<file path="src/hdl/smpt_pkg.sv">
package smpt_pkg;

    localparam int FIFO_DEPTH = 64;
    localparam int PTR_W      = $clog2(FIFO_DEPTH);
    localparam int CNT_W      = $clog2(FIFO_DEPTH + 1);

    // divider: 16-bit dividend, 4 quotient bits per cycle
    localparam int DIV_W          = 16;
    localparam int BITS_PER_CYCLE = 4;
    localparam int DIV_CYCLES     = DIV_W / BITS_PER_CYCLE;
    localparam int DIV_CNT_W      = $clog2(DIV_CYCLES);

    localparam int CFG_IDX_W  = 2;
    localparam int CFG_DATA_W = 12;

    localparam logic [7:0] ID_BYTE   = 8'd77;
    localparam logic [1:0] PKT_SYNC  = 2'b01;

    typedef enum logic {
        OP_POLL = 1'b0,
        OP_SYNC = 1'b1
    } op_t;

    typedef enum logic [CFG_IDX_W-1:0] {
        CFG_SCALE  = 2'd0,
        CFG_WIDTH  = 2'd1,
        CFG_HEIGHT = 2'd2,
        CFG_HOLD   = 2'd3
    } cfg_idx_t;

    typedef struct packed {
        logic load_poll;
        logic load_sync;
        logic div_step;
        logic push0;
        logic push1;
        logic push2;
        logic sync_commit;
    } cmd_t;

    typedef struct packed {
        logic hold;
        logic pkt_ok;
        logic send_ok;
        logic out_busy;
    } sts_t;

    typedef struct packed {
        logic [3:0]       rem;
        logic [DIV_W-1:0] dvd;
    } div_st_t;

    // one divider step of restoring division, BITS_PER_CYCLE quotient bits shift into dvd
    function automatic div_st_t div_iter(div_st_t s, logic [3:0] d);
        div_st_t    r;
        logic [4:0] t;
        r = s;
        for (int i = 0; i < BITS_PER_CYCLE; i++)
        begin
            t     = {r.rem, r.dvd[DIV_W-1]};
            r.dvd = {r.dvd[DIV_W-2:0], 1'b0};
            if (t >= {1'b0, d})
            begin
                r.rem    = 4'(t - {1'b0, d});
                r.dvd[0] = 1'b1;
            end
            else
            begin
                r.rem = t[3:0];
            end
        end
        return r;
    endfunction

    // 50 / scale, zero scale taken as one
    function automatic logic [7:0] edge_step(logic [3:0] s);
        logic [7:0] v;
        case (s)
            4'd0, 4'd1:         v = 8'd50;
            4'd2:               v = 8'd25;
            4'd3:               v = 8'd16;
            4'd4:               v = 8'd12;
            4'd5:               v = 8'd10;
            4'd6:               v = 8'd8;
            4'd7:               v = 8'd7;
            4'd8:               v = 8'd6;
            4'd9, 4'd10:        v = 8'd5;
            4'd11, 4'd12:       v = 8'd4;
            default:            v = 8'd3;
        endcase
        return v;
    endfunction

endpackage

</file>
<file path="src/hdl/serial_mouse_packet_transmitter.sv">
// Serial mouse transmitter: poll transfers (op 0) sample pointer and buttons and,
// when something moved or a button changed while RTS is high, queue a three-byte
// packet in a 64-byte FIFO (dropped whole if fewer than three slots are free);
// sync transfers (op 1) stand for one serial slot and send the FIFO head while
// RTS and DTR are high and no mouse reset is pending, while RTS low with DTR high
// clears the FIFO and queues the 'M' identification byte. Input items are taken
// one at a time: a poll holds the input until it has gone through the transfer
// cycle, the states of the radix-16 divider, four quotient bits per cycle on both
// axis lanes at once, and the packet check, which also writes the first byte, and
// when a packet is queued a FIFO write state for each further byte. A sync takes
// the transfer and the sync state (the FIFO head is read at the transfer edge,
// the commit follows in the sync state), which lasts longer only while the output
// register is still full. A poll with hold_polling set is absorbed in the transfer
// cycle. Configuration writes are always ready and take effect the next cycle.
module serial_mouse_packet_transmitter (
    input  logic                              clk,
    input  logic                              rst_n,
    // input items
    input  logic                              in_valid,
    output logic                              in_ready,
    input  logic                              op,
    input  logic signed [12:0]                pointer_x,
    input  logic signed [12:0]                pointer_y,
    input  logic                              left_button,
    input  logic                              right_button,
    input  logic                              rts,
    input  logic                              dtr,
    // configuration writes
    input  logic                              cfg_valid,
    output logic                              cfg_ready,
    input  logic [smpt_pkg::CFG_IDX_W-1:0]    cfg_index,
    input  logic [smpt_pkg::CFG_DATA_W-1:0]   cfg_data,
    // bytes to the host
    output logic                              out_valid,
    input  logic                              out_ready,
    output logic [7:0]                        host_byte
);

    smpt_pkg::cmd_t cmd;
    smpt_pkg::sts_t sts;

    // sequencer: accept, divide, push bytes, sync commit
    smpt_ctrl u_ctrl (
        .clk      (clk),
        .rst_n    (rst_n),
        .in_valid (in_valid),
        .op       (op),
        .sts      (sts),
        .in_ready (in_ready),
        .cmd      (cmd)
    );

    // config, dividers, FIFO pointers and RAM, output register
    smpt_dp u_dp (
        .clk          (clk),
        .rst_n        (rst_n),
        .cmd          (cmd),
        .sts          (sts),
        .pointer_x    (pointer_x),
        .pointer_y    (pointer_y),
        .left_button  (left_button),
        .right_button (right_button),
        .rts          (rts),
        .dtr          (dtr),
        .cfg_valid    (cfg_valid),
        .cfg_ready    (cfg_ready),
        .cfg_index    (cfg_index),
        .cfg_data     (cfg_data),
        .out_valid    (out_valid),
        .out_ready    (out_ready),
        .host_byte    (host_byte)
    );

endmodule

</file>
<file path="src/hdl/smpt_ram.sv">
module smpt_ram #(
    parameter int WIDTH = 8,
    parameter int DEPTH = 64
) (
    input  logic                     clk,
    input  logic                     we,
    input  logic [$clog2(DEPTH)-1:0] waddr,
    input  logic [WIDTH-1:0]         wdata,
    input  logic [$clog2(DEPTH)-1:0] raddr,
    output logic [WIDTH-1:0]         rdata
);

    logic [WIDTH-1:0] mem [DEPTH];

    always_ff @(posedge clk)
    begin
        if (we)
        begin
            mem[waddr] <= wdata;
        end
        rdata <= mem[raddr];
    end

endmodule

</file>
<file path="src/hdl/smpt_ctrl.sv">
module smpt_ctrl (
    input  logic              clk,
    input  logic              rst_n,
    input  logic              in_valid,
    input  logic              op,
    input  smpt_pkg::sts_t    sts,
    output logic              in_ready,
    output smpt_pkg::cmd_t    cmd
);

    typedef enum logic [5:0] {
        ST_IDLE  = 6'b000001,
        ST_DIV   = 6'b000010,
        ST_PUSH0 = 6'b000100,
        ST_PUSH1 = 6'b001000,
        ST_PUSH2 = 6'b010000,
        ST_SYNC  = 6'b100000
    } state_t;

    state_t                          state_reg, state_next;
    logic [smpt_pkg::DIV_CNT_W-1:0]  cnt_reg, cnt_next;

    assign in_ready = (state_reg == ST_IDLE);

    always_comb
    begin
        state_next = state_reg;
        cnt_next   = cnt_reg;
        cmd        = '0;
        case (state_reg)
            ST_IDLE:
            begin
                if (in_valid)
                begin
                    if (op == smpt_pkg::OP_SYNC)
                    begin
                        cmd.load_sync = 1'b1;
                        state_next    = ST_SYNC;
                    end
                    else if (!sts.hold)
                    begin
                        cmd.load_poll = 1'b1;
                        cnt_next      = '0;
                        state_next    = ST_DIV;
                    end
                end
            end
            ST_DIV:
            begin
                cmd.div_step = 1'b1;
                cnt_next     = cnt_reg + 1'b1;
                if (cnt_reg == smpt_pkg::DIV_CNT_W'(smpt_pkg::DIV_CYCLES - 1))
                begin
                    state_next = ST_PUSH0;
                end
            end
            ST_PUSH0:
            begin
                if (sts.pkt_ok)
                begin
                    cmd.push0  = 1'b1;
                    state_next = ST_PUSH1;
                end
                else
                begin
                    state_next = ST_IDLE;
                end
            end
            ST_PUSH1:
            begin
                cmd.push1  = 1'b1;
                state_next = ST_PUSH2;
            end
            ST_PUSH2:
            begin
                cmd.push2  = 1'b1;
                state_next = ST_IDLE;
            end
            ST_SYNC:
            begin
                if (!(sts.send_ok && sts.out_busy))
                begin
                    cmd.sync_commit = 1'b1;
                    state_next      = ST_IDLE;
                end
            end
            default:
            begin
                state_next = ST_IDLE;
            end
        endcase
    end

    always_ff @(posedge clk or negedge rst_n)
    begin
        if (!rst_n)
        begin
            state_reg <= ST_IDLE;
            cnt_reg   <= '0;
        end
        else
        begin
            state_reg <= state_next;
            cnt_reg   <= cnt_next;
        end
    end

endmodule

</file>
<file path="src/hdl/smpt_dp.sv">
module smpt_dp (
    input  logic                              clk,
    input  logic                              rst_n,
    input  smpt_pkg::cmd_t                    cmd,
    output smpt_pkg::sts_t                    sts,
    input  logic signed [12:0]                pointer_x,
    input  logic signed [12:0]                pointer_y,
    input  logic                              left_button,
    input  logic                              right_button,
    input  logic                              rts,
    input  logic                              dtr,
    input  logic                              cfg_valid,
    output logic                              cfg_ready,
    input  logic [smpt_pkg::CFG_IDX_W-1:0]    cfg_index,
    input  logic [smpt_pkg::CFG_DATA_W-1:0]   cfg_data,
    output logic                              out_valid,
    input  logic                              out_ready,
    output logic [7:0]                        host_byte
);

    localparam int PW = smpt_pkg::PTR_W;
    localparam int CW = smpt_pkg::CNT_W;

    // configuration
    logic [3:0]  scale_reg;
    logic [11:0] width_reg;
    logic [11:0] height_reg;
    logic        hold_reg;

    // persistent state
    logic [12:0] last_x_reg, last_y_reg;
    logic [1:0]  last_btn_reg;
    logic        rp_reg, rp_next;
    logic [PW-1:0] head_reg, head_next;
    logic [PW-1:0] tail_reg, tail_next;
    logic [CW-1:0] count_reg, count_next;
    logic        out_valid_reg, out_valid_next;
    logic [7:0]  host_byte_reg;

    // per-item payload
    smpt_pkg::div_st_t lane_x_reg, lane_y_reg;
    logic        neg_x_reg, neg_y_reg;
    logic        lo_x_reg, lo_y_reg;
    logic        hi_x_reg, hi_y_reg;
    logic [1:0]  btn_reg;
    logic        btn_chg_reg;
    logic        rts_reg, dtr_reg;

    logic [3:0]  div_eff;
    logic [7:0]  force_val;
    logic [13:0] diff_x, diff_y, mag_x, mag_y;
    logic [7:0]  dx, dy;
    logic        send_go, reset_go;
    logic        ram_we;
    logic [PW-1:0] ram_waddr;
    logic [7:0]  ram_wdata, ram_rdata;
    logic [PW-1:0] tail_inc;

    function automatic logic [7:0] axis_delta(logic [6:0] q, logic neg, logic lo,
                                              logic hi, logic [7:0] f);
        logic [7:0] q2;
        logic [7:0] d;
        q2 = {q, 1'b0};
        d  = neg ? 8'(8'd0 - q2) : q2;
        if (lo)
        begin
            d = 8'(8'd0 - f);
        end
        if (hi)
        begin
            d = f;
        end
        return d;
    endfunction

    function automatic logic [PW-1:0] ptr_inc(logic [PW-1:0] p);
        return (p == PW'(smpt_pkg::FIFO_DEPTH - 1)) ? '0 : PW'(p + 1'b1);
    endfunction

    assign cfg_ready = 1'b1;
    assign div_eff   = (scale_reg == 4'd0) ? 4'd1 : scale_reg;
    assign force_val = smpt_pkg::edge_step(scale_reg);

    assign diff_x = 14'({pointer_x[12], pointer_x} - {last_x_reg[12], last_x_reg});
    assign diff_y = 14'({pointer_y[12], pointer_y} - {last_y_reg[12], last_y_reg});
    assign mag_x  = diff_x[13] ? 14'(14'd0 - diff_x) : diff_x;
    assign mag_y  = diff_y[13] ? 14'(14'd0 - diff_y) : diff_y;

    assign dx = axis_delta(lane_x_reg.dvd[6:0], neg_x_reg, lo_x_reg, hi_x_reg, force_val);
    assign dy = axis_delta(lane_y_reg.dvd[6:0], neg_y_reg, lo_y_reg, hi_y_reg, force_val);

    assign send_go  = (count_reg != '0) && rts_reg && dtr_reg && !rp_reg;
    assign reset_go = !rts_reg && dtr_reg && !rp_reg;

    assign sts.hold     = hold_reg;
    assign sts.pkt_ok   = ((dx != 8'd0) || (dy != 8'd0) || btn_chg_reg) && rts_reg
                          && (count_reg <= CW'(smpt_pkg::FIFO_DEPTH - 3));
    assign sts.send_ok  = send_go;
    assign sts.out_busy = out_valid_reg && !out_ready;

    assign tail_inc = ptr_inc(tail_reg);

    // FIFO write port
    always_comb
    begin
        ram_we    = cmd.push0 || cmd.push1 || cmd.push2;
        ram_waddr = tail_reg;
        ram_wdata = {smpt_pkg::PKT_SYNC, btn_reg, dy[7:6], dx[7:6]};
        if (cmd.push1)
        begin
            ram_wdata = {2'b00, dx[5:0]};
        end
        if (cmd.push2)
        begin
            ram_wdata = {2'b00, dy[5:0]};
        end
        if (cmd.sync_commit && reset_go)
        begin
            ram_we    = 1'b1;
            ram_waddr = '0;
            ram_wdata = smpt_pkg::ID_BYTE;
        end
    end

    // pointers, reset handshake, output slot
    always_comb
    begin
        head_next      = head_reg;
        tail_next      = tail_reg;
        count_next     = count_reg;
        rp_next        = rp_reg;
        out_valid_next = out_valid_reg;
        if (out_ready)
        begin
            out_valid_next = 1'b0;
        end
        if (cmd.push0 || cmd.push1 || cmd.push2)
        begin
            tail_next  = tail_inc;
            count_next = CW'(count_reg + 1'b1);
        end
        if (cmd.sync_commit)
        begin
            if (send_go)
            begin
                head_next      = ptr_inc(head_reg);
                count_next     = CW'(count_reg - 1'b1);
                out_valid_next = 1'b1;
            end
            if (rp_reg && rts_reg && dtr_reg)
            begin
                rp_next = 1'b0;
            end
            if (reset_go)
            begin
                head_next  = '0;
                tail_next  = ptr_inc('0);
                count_next = CW'(1);
                rp_next    = 1'b1;
            end
        end
    end

    always_ff @(posedge clk or negedge rst_n)
    begin
        if (!rst_n)
        begin
            scale_reg     <= 4'd1;
            width_reg     <= 12'd640;
            height_reg    <= 12'd400;
            hold_reg      <= 1'b0;
            last_x_reg    <= '0;
            last_y_reg    <= '0;
            last_btn_reg  <= '0;
            rp_reg        <= 1'b0;
            head_reg      <= '0;
            tail_reg      <= '0;
            count_reg     <= '0;
            out_valid_reg <= 1'b0;
        end
        else
        begin
            if (cfg_valid)
            begin
                case (cfg_index)
                    smpt_pkg::CFG_SCALE:  scale_reg  <= cfg_data[3:0];
                    smpt_pkg::CFG_WIDTH:  width_reg  <= cfg_data;
                    smpt_pkg::CFG_HEIGHT: height_reg <= cfg_data;
                    smpt_pkg::CFG_HOLD:   hold_reg   <= cfg_data[0];
                    default:              hold_reg   <= hold_reg;
                endcase
            end
            if (cmd.load_poll)
            begin
                last_x_reg   <= pointer_x;
                last_y_reg   <= pointer_y;
                last_btn_reg <= {left_button, right_button};
            end
            rp_reg        <= rp_next;
            head_reg      <= head_next;
            tail_reg      <= tail_next;
            count_reg     <= count_next;
            out_valid_reg <= out_valid_next;
        end
    end

    // per-item payload, divider lanes
    always_ff @(posedge clk)
    begin
        if (cmd.load_poll || cmd.load_sync)
        begin
            rts_reg <= rts;
            dtr_reg <= dtr;
        end
        if (cmd.load_poll)
        begin
            lane_x_reg  <= '{rem: 4'd0, dvd: smpt_pkg::DIV_W'(mag_x[12:0])};
            lane_y_reg  <= '{rem: 4'd0, dvd: smpt_pkg::DIV_W'(mag_y[12:0])};
            neg_x_reg   <= diff_x[13];
            neg_y_reg   <= diff_y[13];
            lo_x_reg    <= pointer_x[12];
            lo_y_reg    <= pointer_y[12];
            hi_x_reg    <= $signed({pointer_x[12], pointer_x}) > $signed({2'b00, width_reg});
            hi_y_reg    <= $signed({pointer_y[12], pointer_y}) > $signed({2'b00, height_reg});
            btn_reg     <= {left_button, right_button};
            btn_chg_reg <= ({left_button, right_button} != last_btn_reg);
        end
        if (cmd.div_step)
        begin
            lane_x_reg <= smpt_pkg::div_iter(lane_x_reg, div_eff);
            lane_y_reg <= smpt_pkg::div_iter(lane_y_reg, div_eff);
        end
        if (cmd.sync_commit && send_go)
        begin
            host_byte_reg <= ram_rdata;
        end
    end

    // read port follows the head; the registered read data is ready in the sync state that follows a sync transfer
    smpt_ram #(
        .WIDTH (8),
        .DEPTH (smpt_pkg::FIFO_DEPTH)
    ) u_fifo_ram (
        .clk   (clk),
        .we    (ram_we),
        .waddr (ram_waddr),
        .wdata (ram_wdata),
        .raddr (head_reg),
        .rdata (ram_rdata)
    );

    assign out_valid = out_valid_reg;
    assign host_byte = host_byte_reg;

endmodule

</file>
<file path="config.mk">
export PLATFORM = sky130hd
export DESIGN_NAME = serial_mouse_packet_transmitter
export DESIGN_NICKNAME = d
export VERILOG_FILES = /design/src/hdl/smpt_pkg.sv /design/src/hdl/serial_mouse_packet_transmitter.sv /design/src/hdl/smpt_ram.sv /design/src/hdl/smpt_ctrl.sv /design/src/hdl/smpt_dp.sv
export SDC_FILE = /design/constraint.sdc
export NUM_CORES = 1
export LEC_CHECK = 0
export BUFFER_PORTS_ARGS = -buffer_cell sky130_fd_sc_hd__buf_2
export CAP_MARGIN = 0
export CORE_MARGIN = 2
export CORE_UTILIZATION = 50
export DETAILED_ROUTE_END_ITERATION = 10
export GPL_TIMING_DRIVEN = 0
export PLACE_DENSITY = 0.66
export SLEW_MARGIN = 10
export SYNTH_ARGS = -nofsm -noshare
export SYNTH_HDL_FRONTEND = slang
export SYNTH_HIERARCHICAL = 1
export SYNTH_SLANG_ARGS = --single-unit
</file>
<file path="constraint.sdc">
create_clock -name clk -period 22.2 [get_ports clk]
set_clock_uncertainty 0.15 [all_clocks]
set_input_delay 4.44 -clock clk [delete_from_list [all_inputs] [get_ports clk]]
set_output_delay 4.44 -clock clk [all_outputs]
set_load 0.02 [all_outputs]
</file>
==> results.md <==
* Pleak at 12.4 nW
* Grt met3 use at 3.79%
* R2r setup slk at 13440 ps
* Worst-margin pin slew at 1040 ps
* Core Region at 0.0618 sq mm
* Sum Neg Setup Slack at 0 ps
* H-Tree Depth at 3
* Buffers & Inverters on Critical Path at 3
* Gr busiest metal: met2
* Crit Path Class: reg2reg
* R2R depth at 31
* Crit end category: flip-flop
* Max_cap viols at 0
* Max VDD drop at 0.0764 mV
* Crit path largest cell delay at 640 ps
* Die ar. at 0.0646 sq mm
* Initial antenna violation count at 1
* Global Route Usage Sum at 23.4%
* # clock sinks at 665
* Global routing usage on met1 at 33.1%
* Power density relative to cell area at 123 mW/mm^2
* Outcome: finished, final reports clean
* Diodes inserted at 0
* Delay-heaviest family, CP: multiplexers
* Total number of vias at 19100
* Layout area overhead at 13.4%
* Critical Path End: u_dp/lane_x_reg[18]$_SDFFCE_PN0P_
* CTS tree: done
* Initial Utilization at 50.6%
* IO Port Bufs at 59
* Io pins at 61
* Flops & latches, synth at 665
* CTS Hold Bufs at 0
* Unique masters post-synth at 97
* Worst path arrival time at 8920 ps
* Fmax achieved at 114 MHz
* Register area share after synthesis at 62.2%
* Worst Setup SP: u_dp/scale_reg[3]$_DFFE_PN0P_
* Post-CTS setup buffers at 0
* Root Buffer: clkbuf_16
* Unrepaired setup endpoints after global routing: no
* Final Net Count at 2491
* Final setup viols at 0
* FF-to-FF End: u_dp/lane_x_reg[18]$_SDFFCE_PN0P_
* Synth Flop Type: edfxtp_1
* Fin crit share at 39.5%
* Ys Warns at 6
* Ys async rst share at 12.9%
* Worst path required time at 22360 ps
* Worst-skew pair later-pin latency at 600 ps
* Post-DRT Antenna Nets at 0
* Vias in the first global route at 18900
* Final wirelength at 74.0 mm
* Dpl hpwl at 52.6 mm
* Min Tclk post-route at 8760 ps
* Max stage delay cell, worst path: nand2_1
* Mapped Avg Cell Area at 14.7 sq um
* Overflow left after global routing at 0
* Post-Syn Instances at 2126
* Clock transition at path regs at 60 ps
* Post-synthesis cell area at 0.0313 sq mm
* Clock buffer depth at 3
* Startpoint types: flip-flop
* Cell Count, Final, Fillers Out at 3227
* Share of cells above drive strength 1 at 19.0%
* Max FFs per register at 512
* First-pass DRT Iterations at 5
* Core Util, Final at 57.4%
* Rel. slew slack at 30.2%
* Row cnt at 91
* Pins over their slew limit at 0
* Routed len/inst at 22.9 um
* Die height at 254 um
* Post_cts resized at 0
* DRC at 0
* First-pass GRT wire length at 113 mm
* CP most frequent cell: ha_1
* Cts bufs inserted at 69
* Number of enable flip-flop cells after synthesis at 571
* Via density at 5.92
* DIE WIDTH at 254 um
* Worst Hold Class: reg2reg
* Placed Cells incl. Taps at 3100
* Crit path depth at 31
* Detailed Route Iter0 Violations at 1747
* Largest net degree at the start of global routing at 65
* Crit Reg-Reg Startpoint: u_dp/scale_reg[3]$_DFFE_PN0P_
* Hold violation count in the final report at 0
* Worst-path maximum fanout at 13
* Gpl congestion at 0.886
* M2 GR Usage at 37.7%
[report_power, final]
group	switching [mW]	internal [mW]	leakage, nW	total, mW
sequential	0.0527	1.51	6.31	1.56
combinational	0.945	0.726	5.01	1.67
clock	0.481	0.651	1.08	1.13
total	1.48	2.89	12.4	4.37
[worst reg2reg max path, delay by kind of cell (launching register included)]
family                   cells  cell delay [ps]
flip-flops                   1              370
buffers and inverters        3              360
AND/OR/NAND/NOR              9             2120
multiplexers                 6             2260
adder cells (fa/ha/maj)      4             1170
AO/OA/AOI/OAI                9             2030
[cells in the mapped netlist, drive strengths merged, types with 27 or more instances]
cell type,n,area [sq um]
dfrtp,79,1980
edfxtp,571,17100
nand3,30,150
o21ai,94,474
a21oi,45,233
clkbuf,41,154
nor3,34,175
xnor2,39,342
ha,97,1210
mux2,58,653
nand2,122,458
inv,103,387
nand2b,27,169
mux2i,52,521
nor2b,34,213
buf,43,300
mux4,127,2860
xor2,29,254
nor2,157,597
[how the worst min path moves through the flow]
| stage | startpoint | to | slack, ps | cells after the start |
|---|---|---|---|---|
| after CTS | u_dp/u_fifo_ram/rdata[2]$_DFF_P_ | u_dp/host_byte[2]$_DFFE_PP_ | 260 | 0 |
| after global placement | u_dp/u_fifo_ram/rdata[4]$_DFF_P_ | u_dp/host_byte[4]$_DFFE_PP_ | 240 | 0 |
| after floorplan | u_dp/u_fifo_ram/rdata[0]$_DFF_P_ | u_dp/host_byte[0]$_DFFE_PP_ | 240 | 0 |
| after detailed placement | u_dp/u_fifo_ram/rdata[2]$_DFF_P_ | u_dp/host_byte[2]$_DFFE_PP_ | 240 | 0 |
| final | u_dp/u_fifo_ram/rdata[4]$_DFF_P_ | u_dp/host_byte[4]$_DFFE_PP_ | 260 | 0 |
| after global routing | u_dp/u_fifo_ram/rdata[2]$_DFF_P_ | u_dp/host_byte[2]$_DFFE_PP_ | 260 | 0 |
[kinds of logic (layout without fill, tap and decap cells)]
logic type               Yosys count  count (layout)  share of synthesized area (%)
other                              2              65                         0.0240
AND/OR/NAND/NOR                  512             512                           8.03
adder cells (fa/ha/maj)          107             107                           4.52
XOR/XNOR                          68              68                           1.90
multiplexers                     237             237                           12.9
flip-flops                       665             665                           62.2
buffers and inverters            189             390                           2.71
AO/OA/AOI/OAI                    346             346                           7.74
[metal layers]
metal	part of all wire, %	wire length (um)	up-vias
li1	-	-	8586
met1	43	31700	9629
met2	47	34800	769
met3	7.7	5740	126
met4	2.5	1850	0
met5	0	0	-
[stage by stage]
step	hold slack (ps)	worst slack [ps]	area (sq um)	total power, mW
floorplan	236	13700	31500	2.83
global placement	237	9900	32900	3.18
detailed placement	242	13420	33200	3.24
CTS	256	13400	35500	4.38
global route	258	12720	35500	4.61
finish	255	13440	35500	4.37
[layout make-up]
cell class,instances,area (sq um)
buffer,84,454
sequential,665,19500
fill,4791,26300
inverter,105,394
multi-input combinational,1335,11300
tap,837,1050
clock buffer,96,1930
clock inverter,31,307
timing repair buffer,74,577
[cell usage in the layout (no fill, tap or decap), types with 11 or more instances in the layout]
master / netlist / layout
o21ai_0: 89 / 88
nand3_1: 30 / 30
a31oi_1: 18 / 17
edfxtp_1: 571 / 571
mux4_2: 127 / 127
a21oi_1: 43 / 43
inv_1: 100 / 100
xor2_1: 29 / 29
mux2i_1: 52 / 52
mux2_2: 58 / 58
conb_1: 2 / 65
dfrtp_1: 79 / 79
a211oi_1: 17 / 15
clkbuf_1: 41 / 60
nor2_1: 156 / 155
buf_2: 13 / 71
nor2b_1: 34 / 34
a221oi_1: 11 / 11
clkbuf_16: 0 / 71
or3_1: 13 / 13
nand2b_1: 27 / 27
o22ai_1: 15 / 15
nand2_1: 122 / 121
and2_1: 18 / 18
buf_4: 16 / 17
xnor2_1: 39 / 39
a21o_1: 19 / 19
nand3b_1: 11 / 11
ha_1: 97 / 97
o21a_1: 17 / 17
nand4_1: 18 / 18
o31ai_1: 12 / 11
clkinv_1: 2 / 11
nor3_1: 33 / 31
No activity file was read; power rests on OpenSTA's default activity.
